### config.mk
export PLATFORM = sky130hd
export DESIGN_NAME = fmmc_div
export DESIGN_NICKNAME = d
export VERILOG_FILES = /design/src/rtl/core/fuzzy_min_max_centroid_inference_macros.svh /design/src/rtl/core/fmmc_div.sv
export SDC_FILE = /design/constraint.sdc
export NUM_CORES = 1
export LEC_CHECK = 0
export BUFFER_PORTS_ARGS = -buffer_cell sky130_fd_sc_hd__buf_2
export CELL_PAD_IN_SITES_DETAIL_PLACEMENT = 1
export CELL_PAD_IN_SITES_GLOBAL_PLACEMENT = 2
export CORE_ASPECT_RATIO = 2
export CORE_MARGIN = 1
export CORE_UTILIZATION = 37
export CTS_BUF_LIST = sky130_fd_sc_hd__clkbuf_8
export CTS_CLUSTER_DIAMETER = 120
export DETAILED_ROUTE_END_ITERATION = 8
export GPL_ROUTABILITY_DRIVEN = 0
export MAX_ROUTING_LAYER = met4
export PLACE_DENSITY = 0.9
export SLEW_MARGIN = 20
export SYNTH_ARGS = -nofsm -noshare
export SYNTH_HDL_FRONTEND = slang
export SYNTH_SLANG_ARGS = --single-unit
### constraint.sdc
create_clock -name clk -period 3.1 [get_ports clk]
set_input_delay 0.31 -clock clk [delete_from_list [all_inputs] [get_ports clk]]
set_output_delay 0.31 -clock clk [all_outputs]
set_load 0.02 [all_outputs]
### src/rtl/core/fuzzy_min_max_centroid_inference_macros.svh
// assertion macros shared by the fuzzy inference rtl
// expects clk and rst_n in the scope of each use
`ifndef FUZZY_MIN_MAX_CENTROID_INFERENCE_MACROS_SVH
`define FUZZY_MIN_MAX_CENTROID_INFERENCE_MACROS_SVH

// consequent checked in the same cycle
`define FMMC_ASSERT_SAME(label, ante, cons, msg) \
    label: assert property (@(posedge clk) disable iff (!rst_n) (ante) |-> (cons)) \
        else $error(msg);

// consequent checked in the cycle after the antecedent
`define FMMC_ASSERT_NEXT(label, ante, cons, msg) \
    label: assert property (@(posedge clk) disable iff (!rst_n) (ante) |=> (cons)) \
        else $error(msg);

`endif

### src/rtl/core/fmmc_div.sv
// restoring divider, one quotient bit per cycle
// caller gives a partial remainder below the divisor; uses no package
module fmmc_div #(
    parameter int DW = 30,
    parameter int QW = 17
) (
    input  logic                     clk,
    input  logic                     rst_n,
    input  logic                     start,
    input  logic [DW-1:0]            den,
    input  logic [DW-1:0]            rem_init,
    input  logic [QW-1:0]            lo_init,
    input  logic [$clog2(QW+1)-1:0]  steps,
    output logic                     busy,
    output logic                     done,
    output logic [QW-1:0]            quo
);
    localparam int CW = $clog2(QW + 1);

    logic [DW-1:0] den_reg, den_next;
    logic [DW-1:0] rem_reg, rem_next;
    logic [QW-1:0] lo_reg, lo_next;
    logic [QW-1:0] quo_reg, quo_next;
    logic [CW-1:0] cnt_reg, cnt_next;
    logic          busy_reg, busy_next;
    logic          done_reg, done_next;
    logic [DW:0]   trial;

    always_comb
    begin
        trial     = {rem_reg, lo_reg[QW-1]};
        den_next  = den_reg;
        rem_next  = rem_reg;
        lo_next   = lo_reg;
        quo_next  = quo_reg;
        cnt_next  = cnt_reg;
        busy_next = busy_reg;
        done_next = 1'b0;
        if (start)
        begin
            den_next  = den;
            rem_next  = rem_init;
            lo_next   = lo_init;
            quo_next  = '0;
            cnt_next  = steps;
            busy_next = 1'b1;
        end
        else if (busy_reg)
        begin
            lo_next = {lo_reg[QW-2:0], 1'b0};
            if (trial >= {1'b0, den_reg})
            begin
                rem_next = DW'(trial - {1'b0, den_reg});
                quo_next = {quo_reg[QW-2:0], 1'b1};
            end
            else
            begin
                rem_next = trial[DW-1:0];
                quo_next = {quo_reg[QW-2:0], 1'b0};
            end
            cnt_next = cnt_reg - 1'b1;
            if (cnt_reg == CW'(1))
            begin
                busy_next = 1'b0;
                done_next = 1'b1;
            end
        end
    end

    always_ff @(posedge clk or negedge rst_n)
    begin
        if (!rst_n)
        begin
            busy_reg <= 1'b0;
            done_reg <= 1'b0;
            cnt_reg  <= '0;
        end
        else
        begin
            busy_reg <= busy_next;
            done_reg <= done_next;
            cnt_reg  <= cnt_next;
        end
    end

    always_ff @(posedge clk)
    begin
        den_reg <= den_next;
        rem_reg <= rem_next;
        lo_reg  <= lo_next;
        quo_reg <= quo_next;
    end

    assign busy = busy_reg;
    assign done = done_reg;
    assign quo  = quo_reg;

endmodule

# Word-level counts from Yosys, hierarchy flattened
# Index checks and enable logic that the tools add are counted.
# Widths: inputs -> output; s select.
[classes]
add_sub_neg = 2
n_lt_le_gt_ge = 1
eq_ne = 1
mux = 14
reduce_logical = 1
[ops]
columns = ["cell", "n"]
rows = [
  ["$mux 30", 3],
  ["$mux 17", 2],
  ["$ge 31x30->1", 1],
  ["$sub 30x30->30", 1],
  ["$mux 5", 2],
  ["$mux 1", 7],
  ["$eq 5x1->1 const B", 1],
  ["$sub 5x1->5 const B", 1],
  ["$reduce_bool 2->1", 1],
]
[word_totals]
ff_bits = 101
input_bits = 85
out_inout_bits = 19
elab_cells = 26

# Depth between registers and ports, before layout
# Gate-level depths: netlist (run 1).
[logic_depth]
depth_word = 4
depth_mapped = 14
mapped_depth_nobuf = 12

# Least setup slack after synthesis (run 1)
# Ideal clock, no wire load.
[synth_path]
kind = "register to register"
from = "register rem_reg[15]"
to = "register rem_reg[17] (data pin)"
arrival_ps = 2561
t_required_ps = 2840
setup_slack_ps = 279
path_stages_with_launch = 11
n_path_buf = 1
period_less_slack_ps = 2821
path_cell_list = "edfxtp_1 > ha_1 > a21oi_1 > o21ai_0 > a211o_1 > o221a_2 > o2111a_1 > nor3_2 > buf_4 > mux2_2 > mux2_2"
[synth_between]
elab_chain_len = 4
[synth_lines]
columns = ["item", "line_no", "text"]
rows = [
  ["start: declaration", "fmmc_div.sv:21", "logic [DW-1:0] rem_reg, rem_next;"],
  ["start signal: assignment", "fmmc_div.sv:89", "rem_reg <= rem_next;"],
  ["$sub 30x30->30 / $ge 31x30->1 (equally long branches)", "fmmc_div.sv:53, fmmc_div.sv:51", ""],
  ["$mux 30 *", "fmmc_div.sv:51", "if (trial >= {1'b0, den_reg})"],
  ["$mux 30 *", "fmmc_div.sv:48", "else if (busy_reg)"],
  ["$mux 30 *", "fmmc_div.sv:39", "if (start)"],
  ["named net rem_next[17]", "fmmc_div.sv:21", ""],
]
# Mark *: on every way through the listed nets, which the timed path passes. The rest lies on a longest branch. The select of a mux whose other input is x is not followed.
# A chain may end at the register's enable or synchronous reset.

# Final worst setup path (run 1)
[layout_path]
from = "register rem_reg[3]"
to = "register rem_reg[24] (data pin)"
# Same word-level chain as after synthesis.

==> key figures, run 1 <==
Setup path
  • R2r endpoint: rem_reg[24]
  • Worst Reg-to-Reg Cells: 11
  • Setup CP Type: register to register
  • Crit path capture type: register
  • Crit path DAT: 3180 ps
  • Crit path max fanout: 7
  • Worst path required time: 3220 ps
  • CP endpoint: rem_reg[24]
  • R2R Path Start: rem_reg[3]
  • Worst setup SP type: register
  • Worst Setup SP: rem_reg[3]
  • R2R setup slack: 50 ps

Finish
  • Area of the multi-input gates: between 3000 and 4000 um2
  • Syn-to-layout area delta: 27.1%
  • Area occupied by registers: 2830 um2
  • Commonest non-fill, non-tap cell in the layout: buf_2
  • Commonest cells after routing, fill and taps aside: 102 x buf_2, 77 x edfxtp_1, 45 x inv_1, 45 x nand2_1, 44 x nor2_1
  • Post-route cell area: 7580 um2
  • Filler cells: 1801
  • Layout cells sized above 1: 0.365
  • Layout net count: 826

Placement
  • Detail Placement HPWL: approximately 13 mm
  • Dpl cell area: 6860 um2
  • Port bufs: 103

CTS
  • Clock Path Buffers: 2
  • Clock tree sinks: ~100
  • CTS root buf: clkbuf_8
  • H-tree depth: 3
  • Worst skew pair latency: 390 ps
  • Number of buffers created by CTS: 9
  • CTS tree: done
  • Clock Pin Slew Worst Setup and Hold Paths: 110 ps

GRT
  • First-pass GRT wire length: 26.7 mm
  • Vias in the first global route: 5401
  • M3 GR Usage: 0.0318
  • M1 GR Usage: 0.194
  • GR Overflow Total: 0
  • GR Util All Layers: 0.215
  • Met2 Use GR: 0.420
  • Largest net degree at the start of global routing: 69
  • GRT busiest layer: met2
  • Initial antenna violation count: 1

Synth
  • Area fraction in compound gates after synthesis: 0.151
  • Post-synthesis adder-cell area fraction: 0.0705
  • Main synth FF type: edfxtp_1
  • Yosys cell types: 62
  • Asr flop ratio synth: 0.0693
  • YS warnings: 0
  • Post-synth EDFFs: 77
  • Cell Area, Synth: 5960 um2
  • Seq/Total Area, Yosys: 0.474
  • Avg Cell Area, Syn: 10.4 um2
  • Syn Inst Count: 571
  • Simple-Gate Fraction of Synth Area: 0.111
  • Yosys reg bits: 101
  • Syn nets: ~690
  • Mux cell area share after synthesis: 0.100
  • Synth Area in XOR/XNOR: 0.0397
  • Largest family of logic cells by synthesized area: compound AO/OA/AOI/OAI gates

STA
  • Final setup vio count: 0
  • Setup TNS Final: 0 ps
  • Min cycle time layout: 3050 ps
  • Fin. Hold Viols: 0
  • Worst-margin pin slew: 508 ps
  • Tcrit/Tclk final: 0.985
  • RSZ-0062 raised after global routing: yes
  • Slew Limit Fails: 0
  • Fmax: 0.327 GHz
  • Slew margin rel.: 0.658
  • Clock skew: 8.95 ps

Drt
  • Post-route ant nets: 0
  • Drt via density: between 5 and 6
  • Routed WL: 17.1 mm
  • Routed WL per cell: 18.7 um
  • Iter 0 DRT Violations: 149
  • Detailed-route via count: 4898
  • DRC viols: 0
  • First drt pass iteration count: 4

Pwr
  • Power Density: between 900 and 1000 nW/um2
  • Leakage: 3.32 nW
  • Max VDD drop: 0.000302 V

Floorplan
  • Core footprint: 15800 um2
  • Initial Util: 0.378
  • # IOs: 104
  • Die Wd: 91.7 um
  • Die height: 181 um
  • Rows: 65
  • DIE AREA: 16600 um2

Flow run
  • Max-Cap Viols: 0

Run status
  • Outcome: finished clean

Worst hold path
  • Hold Path Class: input port to register
-- through the flow --
stage                     instances  power [mW]  hold slack (ps)  utilization  setup WS (ps)
final                           915        7.16             92.7        0.480           45.6
after CTS                       906        6.74             69.1        0.460          0.974
after detailed placement        880        5.53              156        0.434          -74.9
after global routing            915        7.66             66.9        0.480          -49.3
after global placement          880        5.40              147        0.434           45.8
after floorplan                 571        4.46             14.4            -            279
-- synthesized netlist by cell type, drive strengths merged, types with 2 or more instances --
cell type  instances  area share
a211o              2      0.0029
a211oi            10       0.015
a21boi             2      0.0025
a21o               7      0.0088
a21oi             47       0.040
a221o              3      0.0050
a31oi              3      0.0031
and2               2      0.0021
and3               4      0.0044
and3b              3      0.0044
buf                8      0.0086
clkbuf            15       0.013
dfrtp              7       0.029
dfxtp             17       0.057
edfxtp            77        0.39
ha                32       0.067
inv               50       0.031
mux2              37       0.070
mux2i             18       0.030
nand2             49       0.031
nand2b             3      0.0031
nand3             10      0.0084
nand4              3      0.0031
nor2              45       0.028
nor2b              2      0.0034
nor3               8      0.0084
nor4               3      0.0031
nor4b              2      0.0055
o21a               3      0.0038
o21ai             45       0.038
o21bai             3      0.0038
o31ai              6      0.0076
or2                2      0.0021
xnor2             15       0.022
xor2              12       0.018
-- worst min path at each step --
stage | from | depth (start not counted) | end | slack, ps
finish | den[7] | 1 | den_reg[7] | 90
CTS | den[8] | 1 | den_reg[8] | 70
detailed placement | rst_n | 1 | cnt_reg[2] | 160
global route | den[5] | 1 | den_reg[5] | 70
floorplan | rst_n | 0 | busy | 10
global placement | rst_n | 1 | cnt_reg[0] | 150
-- where the power goes --
group	internal [mW]	leakage (nW)	switching, mW
combinational	2.04	2.21	2.23
clock	0.312	0.0926	0.525
sequential	1.85	1.01	0.215
-- metal layers --
metal | up-vias | routed length (um)
li1 | 2328 | -
met1 | 2413 | 5890
met2 | 108 | 10000
met3 | 49 | 436
met4 | 0 | 732
met5 | - | 0
-- area by class of cell --
class | instances | area share
clock inverters | 7 | 0.00908
inverters | 50 | 0.0248
multi-input cells | 397 | 0.415
well taps | 201 | 0.0332
clock buffers | 9 | 0.0163
repair buffers | 149 | 0.128
flip-flops and latches | 101 | 0.373
diodes | 1 | 0.000330
-- kinds of logic after synthesis --
logic type | count (synthesis)
xor+xnor | 27
buf+inv | 73
fa+ha+maj | 33
compound gates | 143
mux | 55
flops | 101
simple gates | 139
-- critical path: stages (launching register included) --
cell and delay, ps:
edfxtp_1 470, ha_4 300, a21oi_2 140, nand2_2 90, o2111ai_4 200, nand3_2 150
o2111a_1 290, nor3_4 410, buf_12 190, buf_12 120, nor2_1 50, a221o_1 360
-- what timing repair did --
action,4_1_cts,5_1_grt
buffers inserted,7,9
endpoints found under the setup margin,2,30
hold buffers,1,0
hold endpoints to repair,7,0
gates cloned,2,0
gates resized for setup,9,55
pin swaps,4,16
(Power assumes the default switching activity.)
==> inputs of run 2 (changes only) <==
- ABC_CLOCK_PERIOD_IN_PS: unset -> 3100
- CORE_MARGIN: 1 -> unset
- PLACE_DENSITY: 0.9 -> 0.81
==> run 2 against run 1 <==
First-iteration DRC count up 3.4%. Routed wire length shrank 3.6%. Flip-flop and latch count unchanged. Clock skew is essentially flat. Cell count is 0.87% lower. Clock power about the same. Worst setup slack improved by 23 ps. Sequential power is essentially flat. Clock-buffer cell count is the same. Total power fell by 3.9%. Largest cell class unchanged. Largest power group unchanged.
==> key figures, run 2 (synthesis gave the netlist of run 1 again) <==
Run status
  • Outcome: finished clean

Finish
  • Layout net count: 818 (-0.97%)
  • Commonest cells after routing, fill and taps aside: 102 x buf_2, 77 x edfxtp_1, 50 x inv_1
  • Filler cells: 1822 (+1.2%)
  • Post-layout util: 0.465 (-0.0155)
  • Commonest non-fill, non-tap cell in the layout: buf_2
  • Layout cells sized above 1: 0.328 (-0.0370)
  • Syn-to-layout area delta: 23.1%
  • Final std cells w/o fill: 907 (-0.87%)

GRT
  • First-pass GRT wire length: 26.1 mm (-2.3%)
  • GR Util All Layers: 0.210 (-0.00495)
  • Vias in the first global route: 5335 (-1.2%)
  • Largest net degree at the start of global routing: 120 (+74%)
  • Initial antenna violation count: 1 (unchanged)
  • GR Overflow Total: 0 (unchanged)

Placement
  • Detail Placement HPWL: 12.5 mm (-0.57%)
  • Port bufs: 103 (unchanged)
  • Cells after DPL: 878 (-0.23%)
  • Setup WS pre-CTS: -105 ps (-29.6 ps)

Floorplan
  • Die height: 181 um (unchanged)
  • DIE AREA: 16600 um2 (unchanged)
  • Rows: 65 (unchanged)
  • # IOs: 104 (unchanged)
  • Core footprint: 15800 um2 (unchanged)
  • Initial Util: 0.378 (unchanged)
  • Die Wd: 91.7 um (unchanged)

Pwr
  • Max VDD drop: 0.000312 V (+3.3%)
  • Leakage: 3.28 nW (-1.3%)
  • Tot Pwr: 6.88 mW (-3.9%)
  • Power Density: 939 nW/um2 (-0.72%)

Drt
  • Iter 0 DRT Violations: 154 (+3.4%)
  • First drt pass iteration count: 4 (unchanged)
  • Routed WL per cell: 18.2 um (-2.7%)
  • DRC viols: 0 (unchanged)
  • Routed WL: 16.5 mm (-3.6%)
  • Drt via density: 5.30 (-0.99%)
  • Post-route ant nets: 0 (unchanged)
  • Detailed-route via count: 4807 (-1.9%)

CTS
  • Number of buffers created by CTS: 9 (unchanged)
  • CTS tree: done
  • Worst skew pair latency: 380 ps (about the same)
  • CTS root buf: clkbuf_8
  • Clock tree sinks: 101 (unchanged)
  • Clock Pin Slew Worst Setup and Hold Paths: 100 ps (about the same)
  • H-tree depth: 3 (unchanged)
  • Clock Path Buffers: 2 (unchanged)

STA
  • Fin. Hold Viols: 0 (unchanged)
  • RSZ-0062 raised after global routing: yes
  • Final setup vio count: 0 (unchanged)
  • Worst-margin pin slew: 721 ps (+213 ps)
  • Tcrit/Tclk final: 0.978 (-0.00728)
  • Clock skew: 8.89 ps (-0.0620 ps)
  • Final Hold Slack: 99.4 ps (+6.60 ps)
  • Final WS setup: 68.1 ps (+22.6 ps)
  • Slew Limit Fails: 0 (unchanged)
  • Fmax: 0.330 GHz (+0.74%)
  • Min cycle time layout: 3030 ps (-22.6 ps)
  • Slew margin rel.: 0.520 (-0.138)

Setup path
  • Crit path max fanout: 7 (unchanged)
  • Crit path DAT: 3160 ps (-20 ps)
  • R2R Path Start: rem_reg[14]
  • Setup CP Type: register to register
  • Worst path required time: 3230 ps (about the same)
  • Crit path capture type: register
  • Worst setup SP type: register
  • Worst Setup SP: rem_reg[14]

Worst hold path
  • Hold path startpoint: den[24]
  • Hold Path Class: input port to register

Flow run
  • Max-Cap Viols: 0 (unchanged)
-- run 2: cell count changes in the layout (fill, tap and decap cells not counted), sizes merged --
cell / change
inv: +1
buf: -7
clkinvlp: -2
bufbuf: -1
bufinv: +1
-- run 2: path summary, 6_finish.rpt --
check | slack [ps] | cells after the start | to
max | 70 | 10 | rem_reg[4]
min | 100 | 1 | den_reg[24]
max reg2reg | 70 | 10 | rem_reg[4]
min reg2reg | 510 | 2 | quo[16]
max in group asynchronous | 2660 | 2 | busy
min in group asynchronous | 280 | 2 | done
-- run 2: per-layer routing --
metal,global-route usage,vias to the layer above,wire (um)
met4,0.140,0,917
met3,0.0260,52,447
met2,0.401,119,9550
li1,-,2313,-
met5,-,-,0
met1,0.189,2323,5570
-- run 2: stage by stage --
stage                     instance area, um2  TNS (ps)
after floorplan                         5960         0
after global placement                  6840         0
after detailed placement                6840      -189
after CTS                               7120     -10.3
after global routing                    7330      -144
final                                   7330         0
-- run 2: what timing repair did --
action                                  in CTS  in global routing
cloned                                       1                  0
setup buffers                                3                  7
endpoints found under the setup margin       4                 29
gates resized for setup                      5                 38
pin swaps                                    1                  9
hold endpoints to repair                     7                  0
hold buffers                                 1                  0
-- run 2: power breakdown --
group,switching (mW),internal (mW)
combinational,2.16,1.85
sequential,0.189,1.85
clock,0.469,0.371
total,2.82,4.06
-- run 2: critical path: stages, from the launching register on --
cell	delay [ps]
edfxtp_1	420
ha_1	270
a21oi_4	200
o21ai_2	70
a211o_1	310
o221a_2	250
o2111a_1	170
nor3_4	350
buf_12	180
mux2_4	300
mux2_2	270
-- run 2: layout make-up --
cell class                 instances  area (um2)  share of cell area
clock buffer                       9         124              0.0169
timing repair buffer             141         876               0.119
inverter                          50         188              0.0256
clock inverter                     7        65.1             0.00887
antenna                            1        2.50            0.000341
tap                              201         251              0.0343
sequential                       101        2830               0.386
multi-input combinational        397        3000               0.409
